**src/tfb_pkg.sv**
```systemverilog
// Shared types, constants and the CRC byte update for the telemetry frame builder.
// Used by the byte emitter and the top level.
package tfb_pkg;

   localparam logic [7:0] MAGIC_LO = 8'hA5;
   localparam logic [7:0] MAGIC_HI = 8'h5A;
   localparam logic [15:0] CRC_INIT = 16'hFFFF;
   localparam logic [15:0] CRC_POLY = 16'h1021;
   localparam logic [15:0] CRC_MSB = 16'h8000;
   localparam logic [7:0] RST_FORMAT_VERSION = 8'h01;
   localparam logic [7:0] RST_MESSAGE_TYPE = 8'h02;

   localparam int CSR_INDEX_W = 1;
   localparam logic [CSR_INDEX_W-1:0] REG_FORMAT_VERSION = 1'b0;
   localparam logic [CSR_INDEX_W-1:0] REG_MESSAGE_TYPE = 1'b1;

   typedef logic [3:0] slot_type;

   localparam slot_type SLOT_MAGIC_LO = 4'd0;
   localparam slot_type SLOT_MAGIC_HI = 4'd1;
   localparam slot_type SLOT_VERSION = 4'd2;
   localparam slot_type SLOT_MESSAGE_TYPE = 4'd3;
   localparam slot_type SLOT_LEN_LO = 4'd4;
   localparam slot_type SLOT_LEN_HI = 4'd5;
   localparam slot_type SLOT_SEQ_LO = 4'd6;
   localparam slot_type SLOT_SEQ_HI = 4'd7;
   localparam slot_type SLOT_TS_B0 = 4'd8;
   localparam slot_type SLOT_TS_B1 = 4'd9;
   localparam slot_type SLOT_TS_B2 = 4'd10;
   localparam slot_type SLOT_TS_B3 = 4'd11;
   localparam slot_type SLOT_PAYLOAD = 4'd12;
   localparam slot_type SLOT_CRC_LO = 4'd13;
   localparam slot_type SLOT_CRC_HI = 4'd14;

   typedef struct packed {
      logic [7:0] payload_byte;
      logic [31:0] stamp_ms;
      logic [15:0] seq_number;
      logic [7:0] format_version;
      logic [7:0] message_type;
      slot_type first_slot;
      slot_type last_slot;
   } item_type;

   function automatic logic [15:0] crc16_byte(input logic [15:0] crc, input logic [7:0] data);
      logic [15:0] c;
      c = crc ^ {data, 8'h00};
      for (int k = 0; k < 8; k++) begin
         if ((c & CRC_MSB) != 16'h0000) begin
            c = (c << 1) ^ CRC_POLY;
         end else begin
            c = c << 1;
         end
      end
      return c;
   endfunction

endpackage

```
**src/tfb_req_if.sv**
```systemverilog
// Input channel: one payload byte and a timestamp per transaction.
// Standalone interface; no package dependency.
interface tfb_req_if;
   logic valid;
   logic ready;
   logic [7:0] payload_byte;
   logic [31:0] stamp_ms;

   modport source (output valid, output payload_byte, output stamp_ms, input ready);
   modport sink (input valid, input payload_byte, input stamp_ms, output ready);
endinterface

```
**src/tfb_rsp_if.sv**
```systemverilog
// Result channel: one frame byte with its run and frame markers per transaction.
// Standalone interface; no package dependency.
interface tfb_rsp_if;
   logic valid;
   logic ready;
   logic [7:0] frame_byte;
   logic last_of_run;
   logic last_of_frame;

   modport source (output valid, output frame_byte, output last_of_run, output last_of_frame,
                   input ready);
   modport sink (input valid, input frame_byte, input last_of_run, input last_of_frame,
                 output ready);
endinterface

```
**src/telemetry_frame_builder_crc16_top.sv**
```systemverilog
// Each accepted transaction loads the emitter's single byte slot walker, which registers
// its results onto the result channel. Throughput: one result per cycle unless that
// channel stalls. A middle payload byte emits alone, a first byte follows the header,
// a last byte precedes the CRC; a one-byte payload's CRC goes out on the next request.
// Reset is synchronous: the frame position, sequence number, and pending CRC clear,
// the CRC reloads FFFF and the registers return to version 1 and message type 2.
module telemetry_frame_builder_crc16_top #(
   parameter int PAYLOAD_BYTES = 134
) (
   input  logic clock,
   input  logic reset,
   input  logic csr_write_enable,
   input  logic [tfb_pkg::CSR_INDEX_W-1:0] csr_index,
   input  logic [7:0] csr_write_data,
   tfb_req_if.sink req_bus,
   tfb_rsp_if.source rsp_bus
);
   import tfb_pkg::*;

   localparam int POS_W = $clog2((PAYLOAD_BYTES > 1) ? PAYLOAD_BYTES : 2);
   localparam logic [POS_W-1:0] POS_LAST = POS_W'(PAYLOAD_BYTES - 1);

   logic [7:0] version_ff;
   logic [7:0] message_type_ff;
   logic [POS_W-1:0] pos_ff, pos_in;
   logic [15:0] seq_ff, seq_in;
   logic pending_ff, pending_in;

   logic accept, load_ready;
   item_type item;

   assign req_bus.ready = load_ready;
   assign accept = req_bus.valid && load_ready;

   always_comb begin
      item.payload_byte = req_bus.payload_byte;
      item.stamp_ms = req_bus.stamp_ms;
      item.seq_number = seq_ff;
      item.format_version = version_ff;
      item.message_type = message_type_ff;
      if (pending_ff) begin
         item.first_slot = SLOT_CRC_LO;
         item.last_slot = SLOT_CRC_HI;
      end else if (pos_ff == '0) begin
         item.first_slot = SLOT_MAGIC_LO;
         item.last_slot = SLOT_PAYLOAD;
      end else if (pos_ff == POS_LAST) begin
         item.first_slot = SLOT_PAYLOAD;
         item.last_slot = SLOT_CRC_HI;
      end else begin
         item.first_slot = SLOT_PAYLOAD;
         item.last_slot = SLOT_PAYLOAD;
      end
   end

   always_comb begin
      pos_in = pos_ff;
      seq_in = seq_ff;
      pending_in = pending_ff;
      if (accept) begin
         if (pending_ff) begin
            pending_in = 1'b0;
            pos_in = '0;
         end else begin
            if (pos_ff == '0) begin
               seq_in = seq_ff + 16'd1;
            end
            if (pos_ff == POS_LAST) begin
               pos_in = '0;
               pending_in = (pos_ff == '0);
            end else begin
               pos_in = pos_ff + POS_W'(1);
            end
         end
      end
   end

   always_ff @(posedge clock) begin
      if (reset) begin
         version_ff <= RST_FORMAT_VERSION;
         message_type_ff <= RST_MESSAGE_TYPE;
         pos_ff <= '0;
         seq_ff <= 16'h0000;
         pending_ff <= 1'b0;
      end else begin
         pos_ff <= pos_in;
         seq_ff <= seq_in;
         pending_ff <= pending_in;
         if (csr_write_enable) begin
            case (csr_index)
               REG_FORMAT_VERSION: version_ff <= csr_write_data;
               REG_MESSAGE_TYPE:   message_type_ff <= csr_write_data;
               default: ;
            endcase
         end
      end
   end

   tfb_emitter #(
      .PAYLOAD_BYTES(PAYLOAD_BYTES)
   ) u_emitter (
      .clock(clock),
      .reset(reset),
      .load(accept),
      .item(item),
      .load_ready(load_ready),
      .rsp(rsp_bus)
   );

endmodule

```
**src/tfb_emitter.sv**
```systemverilog
// Byte emitter: holds one accepted item, walks its frame slots one byte per cycle unless
// rsp stalls, keeps the running CRC, drives the registered rsp channel; uses tfb_pkg.
module tfb_emitter #(
   parameter int PAYLOAD_BYTES = 134
) (
   input  logic clock,
   input  logic reset,
   input  logic load,
   input  tfb_pkg::item_type item,
   output logic load_ready,
   tfb_rsp_if.source rsp
);
   import tfb_pkg::*;

   localparam logic [15:0] FRAME_LEN = 16'(PAYLOAD_BYTES);

   item_type item_ff;
   logic busy_ff, busy_in;
   slot_type slot_ff, slot_in;
   logic [15:0] crc_ff;
   logic rsp_valid_ff;
   logic [7:0] byte_ff;
   logic run_end_ff;
   logic frame_end_ff;

   logic out_free, fire, done;
   logic [7:0] cur_byte;

   assign out_free = !rsp_valid_ff || rsp.ready;
   assign fire = busy_ff && out_free;
   assign done = fire && (slot_ff == item_ff.last_slot);
   assign load_ready = !busy_ff || done;

   always_comb begin
      case (slot_ff)
         SLOT_MAGIC_LO: cur_byte = MAGIC_LO;
         SLOT_MAGIC_HI: cur_byte = MAGIC_HI;
         SLOT_VERSION:  cur_byte = item_ff.format_version;
         SLOT_MESSAGE_TYPE: cur_byte = item_ff.message_type;
         SLOT_LEN_LO:   cur_byte = FRAME_LEN[7:0];
         SLOT_LEN_HI:   cur_byte = FRAME_LEN[15:8];
         SLOT_SEQ_LO:   cur_byte = item_ff.seq_number[7:0];
         SLOT_SEQ_HI:   cur_byte = item_ff.seq_number[15:8];
         SLOT_TS_B0:    cur_byte = item_ff.stamp_ms[7:0];
         SLOT_TS_B1:    cur_byte = item_ff.stamp_ms[15:8];
         SLOT_TS_B2:    cur_byte = item_ff.stamp_ms[23:16];
         SLOT_TS_B3:    cur_byte = item_ff.stamp_ms[31:24];
         SLOT_PAYLOAD:  cur_byte = item_ff.payload_byte;
         SLOT_CRC_LO:   cur_byte = crc_ff[7:0];
         SLOT_CRC_HI:   cur_byte = crc_ff[15:8];
         default:       cur_byte = 8'h00;
      endcase
   end

   always_comb begin
      busy_in = busy_ff;
      slot_in = slot_ff;
      if (load) begin
         busy_in = 1'b1;
         slot_in = item.first_slot;
      end else if (done) begin
         busy_in = 1'b0;
      end else if (fire) begin
         slot_in = slot_ff + slot_type'(1);
      end
   end

   always_ff @(posedge clock) begin
      if (reset) begin
         busy_ff <= 1'b0;
         slot_ff <= SLOT_MAGIC_LO;
         crc_ff <= CRC_INIT;
         rsp_valid_ff <= 1'b0;
      end else begin
         busy_ff <= busy_in;
         slot_ff <= slot_in;
         if (fire) begin
            rsp_valid_ff <= 1'b1;
            if (slot_ff <= SLOT_PAYLOAD) begin
               crc_ff <= crc16_byte((slot_ff == SLOT_MAGIC_LO) ? CRC_INIT : crc_ff, cur_byte);
            end else if (slot_ff == SLOT_CRC_HI) begin
               crc_ff <= CRC_INIT;
            end
         end else if (rsp.ready) begin
            rsp_valid_ff <= 1'b0;
         end
      end
   end

   always_ff @(posedge clock) begin
      if (load) begin
         item_ff <= item;
      end
      if (fire) begin
         byte_ff <= cur_byte;
         run_end_ff <= (slot_ff == item_ff.last_slot);
         frame_end_ff <= (slot_ff == SLOT_CRC_HI);
      end
   end

   assign rsp.valid = rsp_valid_ff;
   assign rsp.frame_byte = byte_ff;
   assign rsp.last_of_run = run_end_ff;
   assign rsp.last_of_frame = frame_end_ff;

endmodule
```
**src/flat_wrapper.sv**
```systemverilog
// flat-port wrapper written by rule: the top's interface ports become plain ports
module telemetry_frame_builder_crc16_top_flat import tfb_pkg::*;
#(
   parameter int PAYLOAD_BYTES = 134
)
  (clock, reset, csr_write_enable, csr_index, csr_write_data, req_bus_valid, req_bus_payload_byte, req_bus_stamp_ms, req_bus_ready, rsp_bus_valid, rsp_bus_frame_byte, rsp_bus_last_of_run, rsp_bus_last_of_frame, rsp_bus_ready);
  tfb_req_if req_bus_i ();
  tfb_rsp_if rsp_bus_i ();
  input  logic clock;
  input  logic reset;
  input  logic csr_write_enable;
  input  logic [tfb_pkg::CSR_INDEX_W-1:0] csr_index;
  input  logic [7:0] csr_write_data;
  input wire logic [$bits(req_bus_i.valid)-1:0] req_bus_valid;
  input wire logic [$bits(req_bus_i.payload_byte)-1:0] req_bus_payload_byte;
  input wire logic [$bits(req_bus_i.stamp_ms)-1:0] req_bus_stamp_ms;
  output wire logic [$bits(req_bus_i.ready)-1:0] req_bus_ready;
  output wire logic [$bits(rsp_bus_i.valid)-1:0] rsp_bus_valid;
  output wire logic [$bits(rsp_bus_i.frame_byte)-1:0] rsp_bus_frame_byte;
  output wire logic [$bits(rsp_bus_i.last_of_run)-1:0] rsp_bus_last_of_run;
  output wire logic [$bits(rsp_bus_i.last_of_frame)-1:0] rsp_bus_last_of_frame;
  input wire logic [$bits(rsp_bus_i.ready)-1:0] rsp_bus_ready;
  assign req_bus_i.valid = req_bus_valid;
  assign req_bus_i.payload_byte = req_bus_payload_byte;
  assign req_bus_i.stamp_ms = req_bus_stamp_ms;
  assign req_bus_ready = req_bus_i.ready;
  assign rsp_bus_valid = rsp_bus_i.valid;
  assign rsp_bus_frame_byte = rsp_bus_i.frame_byte;
  assign rsp_bus_last_of_run = rsp_bus_i.last_of_run;
  assign rsp_bus_last_of_frame = rsp_bus_i.last_of_frame;
  assign rsp_bus_i.ready = rsp_bus_ready;
  telemetry_frame_builder_crc16_top #(.PAYLOAD_BYTES(PAYLOAD_BYTES)) u_core (.clock(clock), .reset(reset), .csr_write_enable(csr_write_enable), .csr_index(csr_index), .csr_write_data(csr_write_data), .req_bus(req_bus_i), .rsp_bus(rsp_bus_i));
endmodule
```
**config.mk**
```make
export PLATFORM = sky130hd
export DESIGN_NAME = telemetry_frame_builder_crc16_top_flat
export DESIGN_NICKNAME = d
export VERILOG_FILES = /design/src/tfb_pkg.sv /design/src/tfb_req_if.sv /design/src/tfb_rsp_if.sv /design/src/telemetry_frame_builder_crc16_top.sv /design/src/tfb_emitter.sv /design/src/flat_wrapper.sv
export SDC_FILE = /design/constraint.sdc
export NUM_CORES = 1
export LEC_CHECK = 0
export BUFFER_PORTS_ARGS = -buffer_cell sky130_fd_sc_hd__buf_4
export CELL_PAD_IN_SITES_DETAIL_PLACEMENT = 1
export CELL_PAD_IN_SITES_GLOBAL_PLACEMENT = 2
export CORE_MARGIN = 5
export CORE_UTILIZATION = 39
export CTS_CLUSTER_DIAMETER = 50
export DETAILED_ROUTE_END_ITERATION = 7
export MAX_ROUTING_LAYER = met4
export PLACE_DENSITY = 0.83
export SETUP_SLACK_MARGIN = 0.1
export SYNTH_ARGS = -nofsm -noshare
export SYNTH_HDL_FRONTEND = slang
export SYNTH_SLANG_ARGS = --single-unit
export TNS_END_PERCENT = 30
```
**constraint.sdc**
```tcl
create_clock -name clock -period 3.2 [get_ports clock]
set_clock_uncertainty 0.15 [all_clocks]
set_input_delay 0.32 -clock clock [delete_from_list [all_inputs] [get_ports clock]]
set_output_delay 0.32 -clock clock [all_outputs]
set_load 0.01 [all_outputs]
```
==> impl_metrics.toml <==
[routing]
dr.pass1.iters = 5
wire_per_inst_um = 20.38
vias = 4646
drtIter0Drc = 270
via_per_inst = 5.250
ant_nets = 0
routed_wl_mm = 18.04
route.detailed.drc = 0

[clock_network]
cts_tree = "done"
clock_latency_ps = 430
cts_buffer_depth = 2
cts-root-buf = "clkbuf_16"
cts.sinks = 146
htree_levels = 4
cts_buffers = 17
postCtsSetupBuffers = 0
clk_pin_slew_ps = 60

[place]
hpwl_mm = 11.78
port_buffers = 65
placed_area_mm2 = 0.006967
gp_congestion = 0.8416
dp.cells = 805

[final_layout]
stdcell_area_mm2 = 0.008021
n_fill_cell = 1662
diodes = 0
drive_above_1_share_pct = 19.43
instances_no_fill = 885
nets = 718
area_growth_pct = 28.40

[sta]
timing.setup.tns_ps = 0
max-slew-margin-rel_pct = 54.48
worst_pin_slew_ps = 682.1
fin_crit_sh_pct = 91.59
slew_viol_final = 0
fmax_ghz = 0.3412
setup_viol = 0
hold_viol_final = 0
rsz0062_at_grt = "yes"
min_period_ps = 2931

[grt]
grt_pass1_wl_mm = 27.83
grt-busiest-layer = "met2"
antenna_found_initial = 0
gr-total-overflow = 0
grt_use_met2_pct = 35.43
grt_max_degree = 49
grt_use_total_pct = 20.69
grt_util_met3_pct = 3.860
met1_usage_pct = 24.19
grt_pass1_vias = 4994

[logic_synthesis]
synth_edf_count = 83
synth.distinct_cells = 60
synthTopCellsByArea = "edfxtp_1 40%, dfxtp_1 20%, nor2_1 3.9%"
postSynthAreaPerCell_um2 = 11.55
synth_nets = 603
synth_top_area_cell = "edfxtp_1"
ys_top_cells_by_count = "83 x edfxtp_1, 65 x nor2_1, 63 x dfxtp_1, 43 x nand2_1, 40 x a21oi_1"
synth_ff_type = "edfxtp_1"
synth_seq_cells = 146
async_flop_share_pct = 0
synth_most_common_cell = "edfxtp_1"
netlist.area_leader.share_pct = 39.90
synth_warnings = 0
ys_seq_area_share_pct = 60.08
syn_inst = 541
syn_area_mm2 = 0.006247

[floorplanning]
initial_core_util_pct = 39.47
die_h_um = 136.6
dieArea_mm2 = 0.01865
fp.coreArea_mm2 = 0.01583
num_io_pins = 66
die_w_um = 136.6
num_rows = 46

[setup_path]
cp_max_fo = 15
endpoint_kind = "flip-flop"
cp_cell_sequence = "inv_1, ha_1, a221oi_1, o311ai_4, xor3_1, xnor2_1, a21oi_1"
critPathKind = "reg2reg"
arrival_ps = 3070
start_kind = "flip-flop"
cpPeakStageDelay_ps = 560
critPathSlowestCell = "ha_1"
critical_path_required_ps = 3340

[power_and_ir_drop]
ir_worst_vdd_uv = 362.2
p_leak_nw = 3.026
total_power_mw = 4.922
p_per_area_mw_per_mm2 = 613.6

[worst_hold_path]
hold_class = "in2reg"

[flow_run]
drv_cap = 0

[run_status]
status = "complete, no violations"
[final cells by class]
cell class,count,area [um^2],share of cell area [%]
Sequential cell,146,3754,46.79
Multi-Input combinational cell,352,2283,28.47
Timing Repair Buffer,128,1106,13.79
Clock buffer,20,479.2,5.974
Tap cell,216,270.3,3.369
Clock inverter,12,87.58,1.092
Inverter,11,41.29,0.5147
[worst max-delay path: cells and delay by family, from the launching register on]
family                     cells  cell delay [ps]
AOI/OAI and AO/OA              3              810
xor gates and xnor gates       2              740
adders and majority gates      1              560
buffers and inverters          1              150
DFF                            1              380
[metal layers]
metal  part of all wire (%)  vias up
met3                    4.5       32
met1                     42     2298
met4                    2.4        0
met5                      0        -
li1                       -     2184
met2                     51      132
[layout by cell type, fill, tap and decap left out, drive strengths merged, types with 21 or more instances in the layout]
cell type,netlist,final
a21oi,40,40
edfxtp,83,83
inv,11,21
dlygate4sd3,0,48
nand2,44,44
nand3,21,21
dfxtp,63,63
nor2,65,65
xor2,26,26
buf,18,80
xnor2,23,23
[per-stage QoR]
stage | hold slack (ps) | setup slack [ps] | util, %
floorplan | 258.1 | 170.0 | -
global placement | 266.7 | 385.3 | 44.02
detailed placement | 269.4 | 243.3 | 44.02
CTS | 2.352 | 239.3 | 50.63
global route | 19.67 | 74.30 | 50.68
finish | 19.33 | 269.2 | 50.68
[path summary, 6_finish.rpt]
kind	start	endpoint	slack, ps	depth (start not counted)
max	u_core.u_emitter.slot_ff[0]$_SDFFE_PP0P_	u_core.u_emitter.crc_ff[6]$_SDFFE_PP1P_	270	7
min	req_bus_valid	u_core.u_emitter.busy_ff$_SDFFE_PP0P_	20	3
max reg2reg	u_core.u_emitter.slot_ff[0]$_SDFFE_PP0P_	u_core.u_emitter.crc_ff[6]$_SDFFE_PP1P_	270	7
min reg2reg	u_core.message_type_ff[5]$_SDFFE_PP0P_	u_core.u_emitter.item_ff[13]$_DFFE_PP_	280	0
[repair_timing]
| action | 4_1_cts | 5_1_grt |
|---|---|---|
| hold endpoints to repair | 49 | 0 |
| hold buffers | 48 | 0 |
| gates resized for setup | 0 | 2 |
| endpoints found under the setup margin | 0 | 5 |
[flip-flops by register name (all words and copies together), names as in the netlist]
name                                count
u_core.pending_ff                       1
u_core.u_emitter.item_ff               73
u_core.u_emitter.slot_ff                4
u_core.u_emitter.rsp.last_of_run        1
u_core.u_emitter.rsp.frame_byte         8
u_core.seq_ff                          16
u_core.version_ff                       8
u_core.message_type_ff                  8
u_core.u_emitter.busy_ff                1
u_core.pos_ff                           8
u_core.u_emitter.rsp.last_of_frame      1
u_core.u_emitter.crc_ff                16
u_core.u_emitter.rsp.valid              1
[power by group]
| group | total (mW) | internal, mW | switching, mW |
|---|---|---|---|
| clock network | 1.91 | 1.10 | 0.819 |
| logic | 0.776 | 0.371 | 0.404 |
| registers | 2.23 | 2.12 | 0.108 |
| total | 4.92 | 3.59 | 1.33 |
[cell families (layout without fill, tap and decap cells)]
kind of cell,count (synthesis),after routing,synth area share (%)
AND/OR/NAND/NOR,173,173,12.76
flip-flops,146,146,60.08
AO/OA/AOI/OAI,107,107,11.94
XOR/XNOR,51,51,7.751
buffers and inverters,43,171,3.485
multiplexers,13,13,2.383
adder cells (fa/ha/maj),8,8,1.602
Power figures use the tool's default switching activity.
